==> src/hw/rtl/ddsf_pkg.sv <==
package ddsf_pkg;

    localparam int DEFAULT_TIME_WIDTH = 32;
    localparam int FIELD_W            = 16;
    localparam int CFG_DATA_W         = 16;
    localparam int CFG_INDEX_W        = 2;

    localparam int CMD_MAX      = 100;
    localparam int THROTTLE_MAX = 100;

    // floor(m / 100) == (m * 10486) >> 20 for every m up to 100 * 100
    localparam int          RECIP_SHIFT = 20;
    localparam logic [13:0] RECIP       = 14'd10486;

    localparam logic [6:0] DEADBAND_RST  = 7'd0;
    localparam logic [7:0] SLEW_STEP_RST = 8'd5;
    localparam logic [7:0] SLEW_STOP_RST = 8'd10;
    localparam logic [15:0] TIMEOUT_RST  = 16'd500;

    typedef logic signed [7:0]  cmd_t;
    typedef logic signed [14:0] prod_t;

    typedef enum logic
    {
        KIND_DRIVE = 1'b0,
        KIND_TICK  = 1'b1
    } kind_t;

    typedef enum logic [CFG_INDEX_W-1:0]
    {
        REG_DEADBAND  = 2'd0,
        REG_SLEW_STEP = 2'd1,
        REG_SLEW_STOP = 2'd2,
        REG_TIMEOUT   = 2'd3
    } reg_idx_t;

    typedef struct packed
    {
        logic [6:0] deadband;
        logic [7:0] step;
        logic [7:0] step_stop;
        logic       force_zero;
    } slew_ctrl_t;

    // Signed product / 100, truncated toward zero.
    function automatic cmd_t scale_cmd(input prod_t p);
        logic [13:0] mag;
        logic [27:0] q_full;
        logic [7:0]  q;
        mag    = p[14] ? 14'(-p) : p[13:0];
        q_full = mag * RECIP;
        q      = {1'b0, q_full[RECIP_SHIFT +: 7]};
        return p[14] ? cmd_t'(-q) : cmd_t'(q);
    endfunction

endpackage

==> src/hw/rtl/ddsf_mix.sv <==
module ddsf_mix
(
    input  logic signed [ddsf_pkg::FIELD_W-1:0] steer,
    input  logic signed [ddsf_pkg::FIELD_W-1:0] forward,
    input  logic signed [ddsf_pkg::FIELD_W-1:0] throttle,
    output ddsf_pkg::prod_t                     left_prod,
    output ddsf_pkg::prod_t                     right_prod
);
    import ddsf_pkg::*;

    function automatic cmd_t clamp_in(input logic signed [FIELD_W-1:0] v);
        cmd_t r;
        if (v > FIELD_W'(CMD_MAX))
            r = cmd_t'(CMD_MAX);
        else if (v < -FIELD_W'(CMD_MAX))
            r = cmd_t'(-CMD_MAX);
        else
            r = v[7:0];
        return r;
    endfunction

    function automatic cmd_t clamp_sum(input logic signed [8:0] v);
        cmd_t r;
        if (v > 9'sd100)
            r = cmd_t'(CMD_MAX);
        else if (v < -9'sd100)
            r = cmd_t'(-CMD_MAX);
        else
            r = v[7:0];
        return r;
    endfunction

    cmd_t                x;
    cmd_t                y;
    logic [6:0]          t;
    logic signed [8:0]   sum_l;
    logic signed [8:0]   sum_r;
    cmd_t                l;
    cmd_t                r;
    logic signed [15:0]  pl;
    logic signed [15:0]  pr;

    always_comb
    begin
        x = clamp_in(steer);
        y = clamp_in(forward);
        if (throttle[FIELD_W-1])
            t = 7'd0;
        else if (throttle > FIELD_W'(THROTTLE_MAX))
            t = 7'(THROTTLE_MAX);
        else
            t = throttle[6:0];
        sum_l = {y[7], y} + {x[7], x};
        sum_r = {y[7], y} - {x[7], x};
        l     = clamp_sum(sum_l);
        r     = clamp_sum(sum_r);
        pl    = l * $signed({1'b0, t});
        pr    = r * $signed({1'b0, t});
    end

    // |product| <= 10000 fits in 15 bits signed
    assign left_prod  = pl[14:0];
    assign right_prod = pr[14:0];

endmodule

==> src/hw/rtl/ddsf_slew.sv <==
module ddsf_slew
(
    input  ddsf_pkg::cmd_t       cur,
    input  ddsf_pkg::cmd_t       cmd,
    input  ddsf_pkg::slew_ctrl_t ctrl,
    output ddsf_pkg::cmd_t       nxt
);
    import ddsf_pkg::*;

    logic [7:0]        mag;
    cmd_t              tgt;
    logic signed [9:0] d;
    logic signed [9:0] lim;

    always_comb
    begin
        mag = cmd[7] ? 8'(-cmd) : 8'(cmd);
        if (ctrl.force_zero || (mag[6:0] < ctrl.deadband))
            tgt = '0;
        else
            tgt = cmd;

        lim = (tgt == '0) ? $signed({2'b00, ctrl.step_stop}) : $signed({2'b00, ctrl.step});
        d   = {{2{tgt[7]}}, tgt} - {{2{cur[7]}}, cur};
        if (d > lim)
            d = lim;
        else if (d < -lim)
            d = -lim;
        // moving toward an in-range target stays in range
        nxt = cur + d[7:0];
    end

endmodule

==> src/hw/rtl/differential_drive_slew_failsafe.sv <==
// A word accepted into the input register moves to the result register once
// that is free or being taken. Throughput: one word per cycle while out_ready
// holds; the input register and the result register form a two-stage pipeline,
// and state updates in the second stage.
// Reset (async, active low) clears state, commands, slewed outputs, failsafe and
// out_valid, and loads the register defaults; the result word is not reset.
module differential_drive_slew_failsafe
#(
    parameter int TIME_WIDTH = ddsf_pkg::DEFAULT_TIME_WIDTH
)
(
    input  logic                                   clk,
    input  logic                                   rst_n,

    input  logic                                   cfg_we,
    input  logic [ddsf_pkg::CFG_INDEX_W-1:0]       cfg_index,
    input  logic [ddsf_pkg::CFG_DATA_W-1:0]        cfg_data,

    input  logic                                   in_valid,
    output logic                                   in_ready,
    input  logic                                   kind,
    input  logic signed [ddsf_pkg::FIELD_W-1:0]    steer,
    input  logic signed [ddsf_pkg::FIELD_W-1:0]    forward,
    input  logic signed [ddsf_pkg::FIELD_W-1:0]    throttle,
    input  logic [TIME_WIDTH-1:0]                  now_ms,

    output logic                                   out_valid,
    input  logic                                   out_ready,
    output logic signed [7:0]                      left_speed,
    output logic signed [7:0]                      right_speed,
    output logic                                   changed,
    output logic                                   stopped
);
    import ddsf_pkg::*;

    // configuration
    logic [6:0]  deadband_reg;
    logic [7:0]  slew_step_reg;
    logic [7:0]  slew_stop_reg;
    logic [15:0] timeout_reg;

    // input stage
    logic                  s1_valid_reg;
    kind_t                 s1_kind_reg;
    logic [TIME_WIDTH-1:0] s1_now_reg;
    prod_t                 s1_left_prod_reg;
    prod_t                 s1_right_prod_reg;
    prod_t                 left_prod;
    prod_t                 right_prod;

    // block state
    cmd_t                  left_cmd_reg, left_cmd_next;
    cmd_t                  right_cmd_reg, right_cmd_next;
    cmd_t                  left_out_reg, left_out_next;
    cmd_t                  right_out_reg, right_out_next;
    logic [TIME_WIDTH-1:0] last_drive_reg, last_drive_next;
    logic                  failsafe_reg, failsafe_next;

    // result stage
    logic                  out_valid_reg, out_valid_next;
    cmd_t                  left_speed_reg, left_speed_next;
    cmd_t                  right_speed_reg, right_speed_next;
    logic                  changed_reg, changed_next;
    logic                  stopped_reg, stopped_next;

    logic                  adv;
    logic                  in_take;
    logic [TIME_WIDTH-1:0] elapsed;
    logic                  fs_tick;
    slew_ctrl_t            ctrl;
    cmd_t                  left_nxt;
    cmd_t                  right_nxt;

    always_ff @(posedge clk or negedge rst_n)
    begin
        if (!rst_n)
        begin
            deadband_reg  <= DEADBAND_RST;
            slew_step_reg <= SLEW_STEP_RST;
            slew_stop_reg <= SLEW_STOP_RST;
            timeout_reg   <= TIMEOUT_RST;
        end
        else if (cfg_we)
        begin
            case (reg_idx_t'(cfg_index))
                REG_DEADBAND:  deadband_reg  <= cfg_data[6:0];
                REG_SLEW_STEP: slew_step_reg <= cfg_data[7:0];
                REG_SLEW_STOP: slew_stop_reg <= cfg_data[7:0];
                REG_TIMEOUT:   timeout_reg   <= cfg_data[15:0];
                default:       ;
            endcase
        end
    end

    ddsf_mix u_mix
    (
        .steer      (steer),
        .forward    (forward),
        .throttle   (throttle),
        .left_prod  (left_prod),
        .right_prod (right_prod)
    );

    assign adv      = s1_valid_reg && (!out_valid_reg || out_ready);
    assign in_ready = !s1_valid_reg || adv;
    assign in_take  = in_valid && in_ready;

    always_ff @(posedge clk or negedge rst_n)
    begin
        if (!rst_n)
            s1_valid_reg <= 1'b0;
        else if (in_ready)
            s1_valid_reg <= in_valid;
    end

    always_ff @(posedge clk)
    begin
        if (in_take)
        begin
            s1_kind_reg       <= kind_t'(kind);
            s1_now_reg        <= now_ms;
            s1_left_prod_reg  <= left_prod;
            s1_right_prod_reg <= right_prod;
        end
    end

    // failsafe check uses the tick's own time stamp; elapsed wraps at TIME_WIDTH
    always_comb
    begin
        elapsed = s1_now_reg - last_drive_reg;
        fs_tick = failsafe_reg ||
                  ((timeout_reg != '0) && (elapsed > TIME_WIDTH'(timeout_reg)));
        ctrl.deadband   = deadband_reg;
        ctrl.step       = slew_step_reg;
        ctrl.step_stop  = slew_stop_reg;
        ctrl.force_zero = fs_tick;
    end

    ddsf_slew u_slew_l
    (
        .cur  (left_out_reg),
        .cmd  (left_cmd_reg),
        .ctrl (ctrl),
        .nxt  (left_nxt)
    );

    ddsf_slew u_slew_r
    (
        .cur  (right_out_reg),
        .cmd  (right_cmd_reg),
        .ctrl (ctrl),
        .nxt  (right_nxt)
    );

    always_comb
    begin
        left_cmd_next    = left_cmd_reg;
        right_cmd_next   = right_cmd_reg;
        left_out_next    = left_out_reg;
        right_out_next   = right_out_reg;
        last_drive_next  = last_drive_reg;
        failsafe_next    = failsafe_reg;
        left_speed_next  = left_speed_reg;
        right_speed_next = right_speed_reg;
        changed_next     = changed_reg;
        stopped_next     = stopped_reg;

        if (out_ready)
            out_valid_next = 1'b0;
        else
            out_valid_next = out_valid_reg;

        if (adv)
        begin
            out_valid_next = 1'b1;
            case (s1_kind_reg)
                KIND_DRIVE:
                begin
                    left_cmd_next    = scale_cmd(s1_left_prod_reg);
                    right_cmd_next   = scale_cmd(s1_right_prod_reg);
                    last_drive_next  = s1_now_reg;
                    failsafe_next    = 1'b0;
                    left_speed_next  = left_out_reg;
                    right_speed_next = right_out_reg;
                    changed_next     = 1'b0;
                    stopped_next     = 1'b0;
                end
                KIND_TICK:
                begin
                    left_out_next    = left_nxt;
                    right_out_next   = right_nxt;
                    failsafe_next    = fs_tick;
                    left_speed_next  = left_nxt;
                    right_speed_next = right_nxt;
                    changed_next     = (left_nxt != left_out_reg) ||
                                       (right_nxt != right_out_reg);
                    stopped_next     = fs_tick;
                end
                default:
                begin
                    out_valid_next = 1'b1;
                end
            endcase
        end
    end

    always_ff @(posedge clk or negedge rst_n)
    begin
        if (!rst_n)
        begin
            left_cmd_reg   <= '0;
            right_cmd_reg  <= '0;
            left_out_reg   <= '0;
            right_out_reg  <= '0;
            last_drive_reg <= '0;
            failsafe_reg   <= 1'b0;
            out_valid_reg  <= 1'b0;
        end
        else
        begin
            left_cmd_reg   <= left_cmd_next;
            right_cmd_reg  <= right_cmd_next;
            left_out_reg   <= left_out_next;
            right_out_reg  <= right_out_next;
            last_drive_reg <= last_drive_next;
            failsafe_reg   <= failsafe_next;
            out_valid_reg  <= out_valid_next;
        end
    end

    always_ff @(posedge clk)
    begin
        left_speed_reg  <= left_speed_next;
        right_speed_reg <= right_speed_next;
        changed_reg     <= changed_next;
        stopped_reg     <= stopped_next;
    end

    assign out_valid   = out_valid_reg;
    assign left_speed  = left_speed_reg;
    assign right_speed = right_speed_reg;
    assign changed     = changed_reg;
    assign stopped     = stopped_reg;

endmodule

==> config.mk <==
export PLATFORM = sky130hd
export DESIGN_NAME = differential_drive_slew_failsafe
export DESIGN_NICKNAME = d
export VERILOG_FILES = /design/src/hw/rtl/ddsf_pkg.sv /design/src/hw/rtl/ddsf_mix.sv /design/src/hw/rtl/ddsf_slew.sv /design/src/hw/rtl/differential_drive_slew_failsafe.sv
export SDC_FILE = /design/constraint.sdc
export NUM_CORES = 1
export LEC_CHECK = 0
export BUFFER_PORTS_ARGS = -buffer_cell sky130_fd_sc_hd__clkbuf_2
export CAP_MARGIN = 20
export CELL_PAD_IN_SITES_DETAIL_PLACEMENT = 1
export CELL_PAD_IN_SITES_GLOBAL_PLACEMENT = 2
export CORE_ASPECT_RATIO = 0.8
export CORE_UTILIZATION = 28
export CTS_CLUSTER_SIZE = 24
export DETAILED_ROUTE_END_ITERATION = 7
export PLACE_DENSITY_LB_ADDON = 0.1
export SLEW_MARGIN = 30
export SYNTH_ARGS = -nofsm -noshare
export SYNTH_HDL_FRONTEND = slang
export SYNTH_SLANG_ARGS = --single-unit
==> constraint.sdc <==
create_clock -name clk -period 11.65 [get_ports clk]
set_input_delay 2.33 -clock clk [delete_from_list [all_inputs] [get_ports clk]]
set_output_delay 2.33 -clock clk [all_outputs]
set_load 0.02 [all_outputs]
### Yosys cells after proc, flatten, opt, wreduce, memory -nomap -nowiden

Cells that the tools add are included.
W data, S select, Z words.

| word-level totals | value |
|---|---|
| register bits | 187 |
| input port bits | 104 |
| output and inout port bits | 20 |
| word-level logic and storage cells | 113 |

| cells by class | value |
|---|---|
| add/subtract/negate cells | 15 |
| multiply operators | 4 |
| $lt $le $gt $ge | 16 |
| eq/ne operators | 5 |
| mux-type cells | 30 |
| bitwise gates (word level) | 1 |
| reduce and logical (&&, ||, !) cells | 22 |

Operators by type and width:

| operator | number |
|---|---|
| $mux W8 | 18 |
| $mul A14 B13 Y26 const B | 2 |
| $gt A16 B8 Y1 const B | 3 |
| $gt A32 B16 Y1 | 1 |
| $lt A16 B8 Y1 const B | 2 |
| $pmux W8 S2 | 2 |
| $sub A32 B32 Y32 | 1 |
| $mul A8 B8 Y15 | 2 |
| $mux W14 | 2 |
| $mux W7 | 4 |
| $neg A14 Y14 | 2 |
| $sub A8 B8 Y9 | 3 |
| $lt A9 B10 Y1 | 2 |
| $neg A8 Y10 | 2 |
| $gt A9 B8 Y1 const B | 2 |
| $gt A9 B9 Y1 | 2 |
| $lt A9 B8 Y1 const B | 2 |
| $add A8 B8 Y8 | 2 |
| $logic_not A8 Y1 | 2 |
| $ne A8 B8 Y1 | 2 |
| $neg A7 Y8 | 2 |
| $reduce_bool A16 Y1 | 1 |
| $lt A7 B7 Y1 | 2 |
| $neg A7 Y7 | 2 |
| other kinds (12) | 28 |

### Logic depth before layout (Yosys ltp)

| logic depth | value |
|---|---|
| depth in word-level cells | 16 |
| mapped depth | 53 |
| mapped depth without buffers | 51 |

### Cells and area by module

A second synthesis with hierarchy kept.

| unflattened totals | value |
|---|---|
| cells, all modules | 2938 |
| area total of the unflattened synthesis | 26559.2 um^2 |

Modules (own cells, without submodules):

| module | times used | cells each | area an instance (um^2) | sequential area each (um^2) |
|---|---|---|---|---|
| differential_drive_slew_failsafe | 1 | 1659 | 16767.3 | 5097.4 |
| ddsf_mix | 1 | 769 | 5995.8 | 0.0 |
| ddsf_slew | 2 | 255 | 1898.1 | 0.0 |

### Worst setup path before layout

No wires, ideal clock.

| path | value |
|---|---|
| path type | reg-to-reg |
| from | register s1_now_reg[6] |
| to | register right_speed_reg[7] (netlist: right_speed[7]), data pin |
| setup time | 0.258 ns |
| data arrival time | 9.440 ns |
| required time | 11.392 ns |
| slack | 1.953 ns |
| stages on the path, launching flop included | 47 |
| path buffers | 2 |
| clock period less this slack | 9.697 ns |
| cell sequence | edfxtp_1 -> ha_1 -> a2111o_1 -> o21ai_2 -> o21ai_0 -> and2_1 -> o21ai_0 -> nand2b_1 -> xor2_1 -> ha_1 -> nand3_1 -> or4_1 -> o22a_1 -> nor4_1 -> nand4_1 -> nor4_2 -> a21boi_2 -> nor3_1 -> [11 not listed] -> o21a_1 -> o21ai_0 -> clkbuf_1 -> buf_1 -> o22ai_1 -> a22oi_1 -> ha_1 -> a21oi_1 -> nand2_1 -> and2_1 -> o21ai_0 -> nand2b_1 -> a21o_1 -> a21o_1 -> nand3b_1 -> nor3b_1 -> o31a_1 -> xnor2_1 |

| between the ends | value |
|---|---|
| cells in the longest elaborated chain, start to end | 14 |
| elaborated cells on any way between the ends | 16 |
| those cells by class | add/sub (4); order compare (3); mux (5); reduce/logical (4) |

Ends and longest elaborated chain:

| what | RTL line | RTL |
|---|---|---|
| start: declaration | differential_drive_slew_failsafe.sv:45 | `logic [TIME_WIDTH-1:0] s1_now_reg;` |
| start signal: assignment | differential_drive_slew_failsafe.sv:121 | `s1_now_reg <= now_ms;` |
| $sub A32 B32 Y32 (*) | differential_drive_slew_failsafe.sv:130 | `elapsed = s1_now_reg - last_drive_reg;` |
| $gt A32 B16 Y1 (*) | differential_drive_slew_failsafe.sv:132 | `((timeout_reg != '0) && (elapsed > TIME_WIDTH'(timeout_reg)));` |
| $logic_and A1 B1 Y1 (*) | differential_drive_slew_failsafe.sv:132 |  |
| $logic_or A1 B1 Y1 (*) | differential_drive_slew_failsafe.sv:131 | `fs_tick = failsafe_reg \|\|` |
| $logic_or A1 B1 Y1 (*) | ddsf_slew.sv:18 | `if (ctrl.force_zero \|\| (mag[6:0] < ctrl.deadband))` |
| $mux W8 (*) | ddsf_slew.sv:18 |  |
| $logic_not A8 Y1 | ddsf_slew.sv:23 | `lim = (tgt == '0) ? $signed({2'b00, ctrl.step_stop}) : $signed({2'b00, ctrl.step});` |
| $mux W8 | ddsf_slew.sv:23 |  |
| $neg A8 Y10 | ddsf_slew.sv:27 | `else if (d < -lim)` |
| $lt A9 B10 Y1 | ddsf_slew.sv:27 |  |
| $mux W8 | ddsf_slew.sv:27 |  |
| $mux W8 (*) | ddsf_slew.sv:25 | `if (d > lim)` |
| $add A8 B8 Y8 (*) | ddsf_slew.sv:30 | `nxt = cur + d[7:0];` |
| $pmux W8 S2 (*) | differential_drive_slew_failsafe.sv:176 | `case (s1_kind_reg)` |
| end signal: assignment | differential_drive_slew_failsafe.sv:234 | `right_speed_reg <= right_speed_next;` |
| end: declaration | differential_drive_slew_failsafe.sv:62 | `cmd_t right_speed_reg, right_speed_next;` |

Mark *: on every way between the ends. The rest lies on a longest branch, timed or not.
A chain may end at the register's enable or synchronous reset.

### Worst setup path after layout

Ends and elaborated chain as after synthesis.

==> results.md <==
- The H-tree was split into 4 levels.
- The min-delay analysis places its worst path in the category register to register.
- The initial antenna violation count is 0.
- Sorting the synthesized cells by area gives the leading types as sky130_fd_sc_hd__ha_1 20%, sky130_fd_sc_hd__fa_1 17%, sky130_fd_sc_hd__edfxtp_1 9.7%, sky130_fd_sc_hd__dfrtp_1 9.6%, sky130_fd_sc_hd__inv_1 6.7%.
- In this run the worst setup path begins at s1_now_reg[6].
- Setup repair after global routing left no endpoint under its margin.
- The layout cell share with drive strength beyond 1 is 0.103.
- Compared with the post-synthesis result, the final layout area differs by 10.7%.
- The post-synthesis cell count is 2705.
- The vertical die dimension is 270 um.
- The final weighted congestion in routability-driven placement is 0.821.
- In this run the count of I/O pins placed on the die edge is 124.
- The number of different library cells in the post-synthesis netlist is 84.
- The clock root buffer is sky130_fd_sc_hd__clkbuf_16.
- The type of destination of the critical path is a register.
- The row count is 97.
- The cell repeated most along the worst path is sky130_fd_sc_hd__o21a_1.
- The worst path in the final design needs a cycle of 10.86 ns, including I/O delays and setup.
- Entering global routing, the biggest net connects 63 pins.
- The compound-cell area share of the yosys netlist is 0.118.
- A synthesized cell averages 9.28 sq um.
- For this run, the register share of the synthesized area comes to 0.203.
- Summed over all layers, the global routing overflow is 0.
- The adder-cell share of the synthesized area is 0.373.
- The routed layout has 18800 vias.
- Clock skew on the completed layout was measured at 0.0239 ns.
- The most frequent cell after synthesis is sky130_fd_sc_hd__inv_1.
- After synthesis, the largest family of logic cells by area is adder cells.
- Max-cap violations in this run came to 0.
- Of all flip-flops after synthesis, the portion carrying an async set or reset was 0.567.
- The initial utilization of the core area, before any placement, comes to 0.285.
- The number of max-slew violations in the final report is 0.
- TritonCTS built the clock tree.
- In this run the tightest slew margin relative to its limit is 0.350.
- For this block, the initial DRC count from the detailed router was 542.
- Grouping stages by cell kind, the critical path spends the most delay in compound AO/OA/AOI/OAI gates.
- The number of nets produced by synthesis is 3425.
- The final non-filler cell total is 4006.
- The post-placement cell count is 3973.
- Of all nets on the critical path, the largest fanout is 20.
- The worst hold path begins at right_out_reg[7].
- The share of the clock period used by the worst path is 0.932.
- The origin of the critical flop-to-flop path is s1_now_reg[6].
- For this run, the leading register cell type out of synthesis is sky130_fd_sc_hd__dfrtp_1.
- Yosys mapped a number of flops with a built-in enable equal to 81.
- After the last flow step, the layout net total stands at 3525.
- Summed over all layers, the routed wires come to 69200 um.
- The number of antenna diodes in the final layout is 0.
- The fill cell total of the finished layout is 10300.
- The number of detailed-route iterations in the first pass is 5.
- In this run the tool buffered the top-level ports with 123 buffer cells.
- The largest single stage delay on the critical path is 0.71 ns.
- The portion of netlist area occupied by mux cells is 0.0370.
- The maximum operating frequency is 92.1 MHz.
- At the later pin of the worst-skew pair, clock insertion delay measures 0.51 ns.
- The slew at the pin closest to its max-slew limit is 0.971 ns.
- The type of the setup path with the least slack is register to register.
- The worst setup path is launched from a register.
- The share of the synthesized area in the top cell type is 0.198.
- Once layout is complete, the utilization of the core stands at 0.315.
- Setup violations remaining at the end of the flow were counted as 0.
- The clock passes through at most 2 buffers.
- For this run, the total global-route usage over all layers was measured as 0.158.
- Data on the critical path arrives at its endpoint at 11.10 ns.
- The flow ran to the end, and the final reports show no timing, DRC or antenna violations.
- Of the total synthesized cell area, the portion taken by AND, OR, NAND and NOR gates is 0.125.
- The post-detailed-route count of antenna-violating nets is 0.
- After clock tree synthesis, the clock-pin slew on the worst setup and hold paths is 0.08 ns.
- Counting the buffers created by CTS gives 17.
- The required arrival time at the worst endpoint is 11.90 ns.
- The number of global-route vias before repair is 20600.
- The floorplan step set the die width to 337 um.
- After detailed routing, the number of remaining DRC violations is 0.
- The global-route wire length before repair is 113000 um.
- The total of warnings raised by yosys is 0.
- The HPWL after detailed placement is 58800 um.
- After detailed routing, the average wire length per cell comes to 17.3 um.
- The ratio of routed vias to standard cells is 4.70.
- The number of register bits inferred by synthesis is 187.
- The count of final hold-check violations is 0.
- The commonest cells after synthesis are 446 x sky130_fd_sc_hd__inv_1, 397 x sky130_fd_sc_hd__ha_1, 220 x sky130_fd_sc_hd__nand2_1.
- The clock net in this run drives a total of 187 sinks.
- The count of hold buffers inserted by post-cts repair is 0.
- Of the total synthesized cell area, the portion taken by XOR and XNOR cells is 0.0667.
- The synthesized netlist occupies a cell area of 25100 sq um.
- The area inside the core boundary is 88100 sq um.
- Adding up every negative setup slack in the final design gives 0 ns.
- The largest area contributor in the synthesized netlist is sky130_fd_sc_hd__ha_1.
- The cell with the largest stage delay on the worst path is sky130_fd_sc_hd__nor4_4.
- The overall die area is 90800 sq um.
- The critical path buffer and inverter count is 2.
## worst paths after layout
kind / end / slack, ns / depth (start not counted)
min in group asynchronous: left_out_reg[2] / 1.76 / 1
hold reg to reg: right_out_reg[7] / 0.49 / 1
setup reg to reg: right_speed[7] / 0.79 / 45
setup / recovery: right_speed[7] / 0.79 / 45
hold / removal: right_out_reg[7] / 0.49 / 1
max in group asynchronous: last_drive_reg[26] / 8.58 / 3
## cells by family after synthesis
kind of cell | count (synthesis)
flip-flops | 187
AND/OR/NAND/NOR | 649
buffers and inverters | 508
XOR/XNOR | 191
AO/OA/AOI/OAI | 467
multiplexers | 86
adder cells (fa/ha/maj) | 617
## cells in the final DEF, fill, tap and decap left out, types with 15 or more instances in the layout
master | synthesis | layout
sky130_fd_sc_hd__nor2_1 | 159 | 159
sky130_fd_sc_hd__o21bai_1 | 24 | 22
sky130_fd_sc_hd__edfxtp_1 | 81 | 81
sky130_fd_sc_hd__or2_2 | 15 | 15
sky130_fd_sc_hd__fa_1 | 219 | 219
sky130_fd_sc_hd__clkbuf_2 | 0 | 122
sky130_fd_sc_hd__and2_1 | 30 | 29
sky130_fd_sc_hd__xnor2_1 | 142 | 136
sky130_fd_sc_hd__inv_1 | 446 | 446
sky130_fd_sc_hd__a21o_1 | 40 | 40
sky130_fd_sc_hd__xor2_1 | 49 | 48
sky130_fd_sc_hd__o31ai_1 | 16 | 16
sky130_fd_sc_hd__clkbuf_16 | 0 | 17
sky130_fd_sc_hd__ha_1 | 397 | 397
sky130_fd_sc_hd__a21oi_1 | 115 | 115
sky130_fd_sc_hd__nand3_1 | 22 | 22
sky130_fd_sc_hd__nor3_1 | 28 | 27
sky130_fd_sc_hd__nor4_1 | 23 | 22
sky130_fd_sc_hd__o21a_1 | 29 | 29
sky130_fd_sc_hd__dfrtp_1 | 96 | 96
sky130_fd_sc_hd__mux2i_1 | 32 | 31
sky130_fd_sc_hd__mux2_2 | 54 | 54
sky130_fd_sc_hd__nand2_1 | 220 | 220
sky130_fd_sc_hd__nor2b_1 | 24 | 23
sky130_fd_sc_hd__buf_4 | 0 | 19
sky130_fd_sc_hd__nand4_1 | 25 | 25
sky130_fd_sc_hd__nand2b_1 | 49 | 49
sky130_fd_sc_hd__o21ai_0 | 138 | 136
## metal layers
| metal | share of wire | vias to the layer above | GRT usage |
|---|---|---|---|
| met4 | 0.010 | 0 | 0.0346 |
| met5 | 0 | - | 0 |
| met2 | 0.45 | 161 | 0.250 |
| li1 | - | 9242 | - |
| met1 | 0.52 | 9387 | 0.230 |
| met3 | 0.017 | 28 | 0.0164 |
## timing repair
action	in CTS	in global routing
resized for setup	0	5
setup endpoints to repair	0	4
buffers inserted	0	0
## metrics by stage
stage / area, sq um / setup WS [ns] / hold WS (ns)
6_report: 27800 / 0.795 / 0.488
4_1_cts: 27700 / 0.505 / 0.492
3_5_place_dp: 27100 / 0.565 / 0.477
5_1_grt: 27800 / 0.0759 / 0.529
2_1_floorplan: 25100 / 1.95 / 0.446
3_3_place_gp: 27100 / 0.938 / 0.462
## cell type report
type	instances	area (sq um)	share of cell area
clock buffers	17	425	0.0153
clock inverters	15	138	0.00495
inverters	446	1670	0.0603
multi-input cells	2010	18200	0.654
flip-flops and latches	187	5100	0.183
well taps	1188	1490	0.0535
repair buffers	143	793	0.0286
Power is left out: the tool's default activity adds up to more than one toggle a clock period on the data nets, which glitch-free logic cannot reach.
